`src/sv/rbf_pkg.sv`:
```
// shared constants and types for the ray versus box face intersection block
package rbf_pkg;

  localparam int COORD_W = 32;
  localparam int FRAC_W  = 16;
  localparam int EXT_W   = 31;
  localparam int THR_W   = 16;
  localparam int DIST_W  = 31;
  localparam int FACE_W  = 3;
  localparam int ADDR_W  = 3;
  localparam int NUM_W   = COORD_W + 3;
  localparam int DIV_LAT = DIST_W + 1;
  localparam int PROD_W  = DIST_W + COORD_W;
  localparam int OFF_W   = PROD_W - FRAC_W;
  localparam int PT_W    = OFF_W + 2;
  localparam int IN_W    = 6 * COORD_W;
  localparam int OUT_W   = ((2 + FACE_W + DIST_W + 7) / 8) * 8;

  localparam logic [DIST_W-1:0] DIST_MAX = {DIST_W{1'b1}};

  localparam logic [ADDR_W-1:0] REG_MIN_X = 3'd0;
  localparam logic [ADDR_W-1:0] REG_MIN_Y = 3'd1;
  localparam logic [ADDR_W-1:0] REG_MIN_Z = 3'd2;
  localparam logic [ADDR_W-1:0] REG_EXT_X = 3'd3;
  localparam logic [ADDR_W-1:0] REG_EXT_Y = 3'd4;
  localparam logic [ADDR_W-1:0] REG_EXT_Z = 3'd5;
  localparam logic [ADDR_W-1:0] REG_THR   = 3'd6;

  localparam logic [FACE_W-1:0] FACE_NONE  = 3'd0;
  localparam logic [FACE_W-1:0] FACE_MAX_Z = 3'd5;

  typedef struct packed {
    logic                    vld;
    logic                    start_in;
    logic [2:0]              skip;
    logic [2:0]              neg;
    logic [2:0][COORD_W-1:0] o;
    logic [2:0][COORD_W-1:0] dm;
  } side_t;

endpackage

```
`src/sv/rbf_udiv.sv`:
```
// pipelined restoring divider: floor(n * 2^FRAC_W / d), saturated to DIST_MAX
module rbf_udiv (
  input  logic                         clk,
  input  logic                         en,
  input  logic [rbf_pkg::NUM_W-1:0]    n,
  input  logic [rbf_pkg::COORD_W-1:0]  d,
  output logic [rbf_pkg::DIST_W-1:0]   t
);
  import rbf_pkg::*;

  localparam int NF_W = NUM_W + FRAC_W;

  typedef struct packed {
    logic               sat;
    logic [DIST_W-1:0]  q;
    logic [COORD_W-1:0] rem;
    logic [DIST_W-1:0]  lo;
    logic [COORD_W-1:0] dm;
  } div_stage_t;

  div_stage_t st_r [DIV_LAT];
  div_stage_t st_nxt [DIV_LAT];
  logic [NF_W-1:0] nf;

  assign nf = {n, {FRAC_W{1'b0}}};

  always_comb begin
    st_nxt[0].sat = NF_W'(n) >= (NF_W'(d) << (DIST_W - FRAC_W));
    st_nxt[0].q   = '0;
    st_nxt[0].rem = COORD_W'(nf >> DIST_W);
    st_nxt[0].lo  = nf[DIST_W-1:0];
    st_nxt[0].dm  = d;
  end

  for (genvar k = 1; k < DIV_LAT; k++) begin : g_step
    logic [COORD_W-1:0] r2;
    logic               ge;
    always_comb begin
      r2 = {st_r[k-1].rem[COORD_W-2:0], st_r[k-1].lo[DIST_W-1]};
      ge = r2 >= st_r[k-1].dm;
      st_nxt[k].sat = st_r[k-1].sat;
      st_nxt[k].q   = {st_r[k-1].q[DIST_W-2:0], ge};
      st_nxt[k].rem = ge ? r2 - st_r[k-1].dm : r2;
      st_nxt[k].lo  = {st_r[k-1].lo[DIST_W-2:0], 1'b0};
      st_nxt[k].dm  = st_r[k-1].dm;
    end
  end

  always_ff @(posedge clk) begin
    if (en) begin
      for (int k = 0; k < DIV_LAT; k++) begin
        st_r[k] <= st_nxt[k];
      end
    end
  end

  assign t = st_r[DIV_LAT-1].sat ? DIST_MAX : st_r[DIV_LAT-1].q;

endmodule
```
`config.mk`:
```
export PLATFORM = sky130hd
export DESIGN_NAME = rbf_udiv
export DESIGN_NICKNAME = d
export VERILOG_FILES = /design/src/sv/rbf_pkg.sv /design/src/sv/rbf_udiv.sv
export SDC_FILE = /design/constraint.sdc
export NUM_CORES = 2
export LEC_CHECK = 0
export BUFFER_PORTS_ARGS = -buffer_cell sky130_fd_sc_hd__clkbuf_2
export CORE_MARGIN = 8
export CORE_UTILIZATION = 47
export CTS_BUF_LIST = sky130_fd_sc_hd__clkbuf_16
export DETAILED_ROUTE_END_ITERATION = 16
export PLACE_DENSITY_LB_ADDON = 0.25
export SYNTH_ARGS = -nofsm -noshare
export SYNTH_HDL_FRONTEND = slang
export SYNTH_SLANG_ARGS = --single-unit
```
`constraint.sdc`:
```
create_clock -name clk -period 5.5 [get_ports clk]
set_clock_uncertainty 0.1 [all_clocks]
set_input_delay 1.1 -clock clk [delete_from_list [all_inputs] [get_ports clk]]
set_output_delay 1.1 -clock clk [all_outputs]
set_load 0.02 [all_outputs]
```
Word-level counts from Yosys, hierarchy flattened
Memory sizes are Yosys's and may differ from the RTL's.
Index checks and enable logic that the tools add are counted.
{"block": "totals", "reg_bits": 0, "mem_bits_rw": 4032, "inputBits": 69, "output_inout_bits": 31, "wordCells": 98, "n_memories": 1}
{"block": "op_classes", "addsub": 31, "order_cmp": 32, "mux": 34}
{"memory": "st_r", "words": 32, "word_bits": 126, "rd": 32, "rd_clocked_by_memory_dff": 0, "write_ports": 32, "line_no": "rbf_udiv.sv:21", "text": "div_stage_t st_r [DIV_LAT];"}
{"cell": "greater-or-equal comparator 32 bit", "count": 31}
{"cell": "two-way mux 32 bit", "count": 31}
{"cell": "subtractor 32 bit", "count": 31}
{"cell": "greater-or-equal comparator 35 x 47 -> 1 bit", "count": 1}
{"cell": "two-way mux 31 bit", "count": 1}
{"cell": "two-way mux 1 bit", "count": 2}

Depth between registers and ports, before layout
An unclocked memory read counts as a cell.
{"block": "logic_depth", "ltp_word": 3, "mapped_depth": 17, "depth_no_buf": 15}

Least setup slack after synthesis
Ideal clock, no wire load.
{"block": "synth_path", "path_type": "reg2reg", "from": "memory st_r[0][61] (netlist bit)", "to": "memory st_r[1][76] (netlist bit) (data pin)", "setup_time_ns": 0.260, "arrival_ns": 3.394, "t_required_ns": 5.140, "setup_slack_ns": 1.746, "stages_incl_launch_ff": 17, "path_buffers": 1, "period_less_slack_ns": 3.754, "cell_sequence": "edfxtp_1 > inv_1 > ha_1 > inv_1 > fa_1 > a21o_1 > a21oi_1 > o21bai_1 > a2111oi_0 > o31a_1 > nor3_1 > o31ai_1 > nand2b_1 > nor2b_1 > nor2_2 > buf_4 > mux2_2"}
{"item": "from (decl)", "line_no": "rbf_udiv.sv:21"}

==> summary.md <==
| Metric | Value |
|---|---|
| Final RePlAce weighted congestion | `0.918` |
| Cell area after synthesis | `138000 µm²` |
| Tightest Pin Transition | `1.34 ns` |
| Initial antenna violation count | `2` |
| Largest stage delay, worst path | `0.52 ns` |
| CP Cell Sequence | `inv_1 > fa_1 > a211oi_1 > o211ai_1 > a31oi_1 > o21ai_1 > nand2_1 > o21ai_0 > o21ai_0 > a311oi_1 > a211o_1 > buf_4 > mux2_2` |
| Vias in the first global route | `88100` |
| Drt pass-1 iters | `6` |
| FMAX | `0.217 GHz` |
| Syn Area/Cell | `11.9 µm²` |
| Commonest non-fill, non-tap cell in the layout | `edfxtp_1` |
| CP Capture Type | `flip-flop` |
| Routed Antenna Nets | `0` |
| Crit path arrival time | `5.12 ns` |
| Starting Density | `0.472` |
| Post-synthesis register bit count | `2590` |
| # setup viols final | `0` |
| Unrepaired setup endpoints after global routing | `false` |
| Clock Latency Late Sink | `0.88 ns` |
| Area added between synthesis and finish | `11.2%` |
| Fill cells | `25100` |
| Crit-path max FO | `38` |
| Library cells used by synthesis | `97` |
| Worst Hold Slack | `0.298 ns` |
| Min Clock Period, post-route | `4.61 ns` |
| Post-DP HPWL | `228000 µm` |
| FP Rows | `199` |
| Cell mode on critical path | `o21ai_0` |
| DRC | `0` |
| Post-synth EDFFs | `2590` |
| Num ports | `100` |
| Core area | `293000 µm²` |
| CP Launch Type | `flip-flop` |
| Most frequent cells in the layout | `edfxtp_1 (2590), inv_1 (1268), ha_1 (1000), a21oi_1 (976), o21ai_0 (681)` |
| Worst Path Buf+Inv | `2` |
| Layout cells sized above 1 | `0.0966` |
| Synth Net Count | `12700` |
| Synth Instances | `11600` |
| Setup Crit Path Kind | `reg2reg` |
| GRT Total Usage | `0.193` |
| Worst path top cell family by delay | `compound AO/OA/AOI/OAI gates` |
| Clock tree from TritonCTS | `yes` |
| Average wire per cell in the routed design | `19.3 µm` |
| Root Buffer | `clkbuf_16` |
| Post-CTS setup repair buffer count | `0` |
| Yosys warnings | `0` |
| Power Density | `563 nW/µm²` |
| Leakage | `63.0 nW` |
| Max-cap violations | `0` |
| Post-CTS Resized | `0` |
| Final wirelength | `310000 µm` |
| Setup TNS | `0 ns` |
| Final net count | `13000` |
| Maximum root-to-sink buffer count | `4` |
| Synth async-reset ratio | `0` |
| Max-slew headroom | `0.109` |
| Final period utilization | `0.838` |
| Max FFs per register | `2590` |
| Via count | `89200` |
| CTS Buf Count | `297` |
| Final Hold Viols | `0` |
| Hold Path Class | `reg2reg` |
| I/O Buffers | `99` |
| Max Slew Vio Count | `0` |
| Slowest-stage cell, CP | `o21ai_0` |
| Chip height | `559 µm` |
| Htree depth | `5` |
| Clock slew at reported path FFs | `0.06 ns` |
| Status | `completed` |
| # clock sinks | `2590` |
| Die area | `312000 µm²` |
| Maximum VDD drop | `0.253 mV` |
| Finished Core Util | `0.525` |
| Largest registers | `st_r x2590` |
| Post-synthesis sequential area ratio | `0.562` |
| DIE WIDTH | `559 µm` |
| Ys flop type | `edfxtp_1` |
| Hold-fix buffers, CTS | `0` |
| Grt ovf | `0` |
| Largest net degree at the start of global routing | `149` |
| First-pass GRT wire length | `489000 µm` |
| DRT iter0 DRCs | `6761` |
| Drt via density | `5.57` |
| Most flop-heavy register | `st_r` |
| WP data required | `6.01 ns` |
-- metrics by stage --
step	instances	power, mW	instance area [µm²]	setup WS, ns
final	16000	86.6	154000	0.891
after global routing	16000	92.4	154000	0.611
after CTS	16000	87.1	154000	0.969
after detailed placement	15500	66.2	144000	1.01
after global placement	15500	65.5	144000	1.02
after floorplan	11600	57.1	138000	1.75
-- power breakdown --
| group | leakage, nW | switching [mW] | total [mW] | internal [mW] |
|---|---|---|---|---|
| clock | 5.05 | 7.97 | 20.2 | 12.2 |
| sequential | 25.4 | 2.69 | 30.6 | 27.9 |
| combinational | 32.6 | 20.1 | 35.8 | 15.6 |
| total | 63.0 | 30.8 | 86.6 | 55.8 |
-- cell type report --
cell class	count	area, µm²	share of cell area
Clock inverter	231	2370	0.0154
Tap cell	3919	4900	0.0319
Inverter	1218	4570	0.0297
Sequential cell	2590	77800	0.505
Clock buffer	304	7610	0.0494
Antenna cell	4	10.0	0.0000651
Timing Repair Buffer	188	1490	0.00969
Multi-Input combinational cell	7568	55100	0.358
-- cells in the mapped netlist (35+ instances only) --
master | count | share of area
a211oi_1 | 50 | 0.0027
a21o_1 | 512 | 0.028
a21oi_1 | 977 | 0.035
a31oi_1 | 95 | 0.0043
and2_1 | 47 | 0.0021
and3_1 | 65 | 0.0029
buf_2 | 54 | 0.0020
clkbuf_1 | 169 | 0.0046
edfxtp_1 | 2590 | 0.56
ha_1 | 1000 | 0.090
inv_1 | 1217 | 0.033
mux2_2 | 418 | 0.034
nand2_1 | 671 | 0.018
nand2b_1 | 117 | 0.0053
nand3_1 | 150 | 0.0054
nand4_1 | 158 | 0.0071
nor2_1 | 624 | 0.017
nor2b_1 | 129 | 0.0058
nor3_1 | 118 | 0.0043
o211ai_1 | 35 | 0.0019
o21a_1 | 133 | 0.0072
o21ai_0 | 681 | 0.025
o21bai_1 | 113 | 0.0061
o31ai_1 | 64 | 0.0035
or2_2 | 53 | 0.0024
xnor2_1 | 483 | 0.031
xor2_1 | 301 | 0.019
-- worst paths after layout --
kind	slack (ns)	end	start	depth (start not counted)
max reg2reg	0.89	st_r[21][65]	st_r[20][0]	13
max	0.89	st_r[21][65]	st_r[20][0]	13
min	0.30	st_r[28][98]	st_r[27][97]	0
min reg2reg	0.30	st_r[28][98]	st_r[27][97]	0
-- cells by family after synthesis --
family          share of synthesized area
simple gates                       0.0774
fa+ha+maj                          0.0948
xor+xnor                           0.0496
flops                               0.562
mux                                0.0384
compound gates                      0.137
buf+inv                            0.0405
-- metal layers --
metal | part of all wire | vias up | track usage | wire length, µm
met5 | 0 | - | 0 | 0
met4 | 0.022 | 0 | 0.0444 | 6930
met3 | 0.047 | 486 | 0.0271 | 14600
met2 | 0.48 | 2141 | 0.327 | 148000
met1 | 0.45 | 43300 | 0.264 | 141000
li1 | - | 43300 | - | -
-- worst reg2reg max path: cells and delay by family (launching register included) --
kind            cells  cell delay, ns
compound gates      8            2.33
buf+inv             2            0.63
flops               1            0.48
mux                 1            0.44
fa+ha+maj           1            0.26
simple gates        1            0.12
Power figures use the tool's default switching activity.
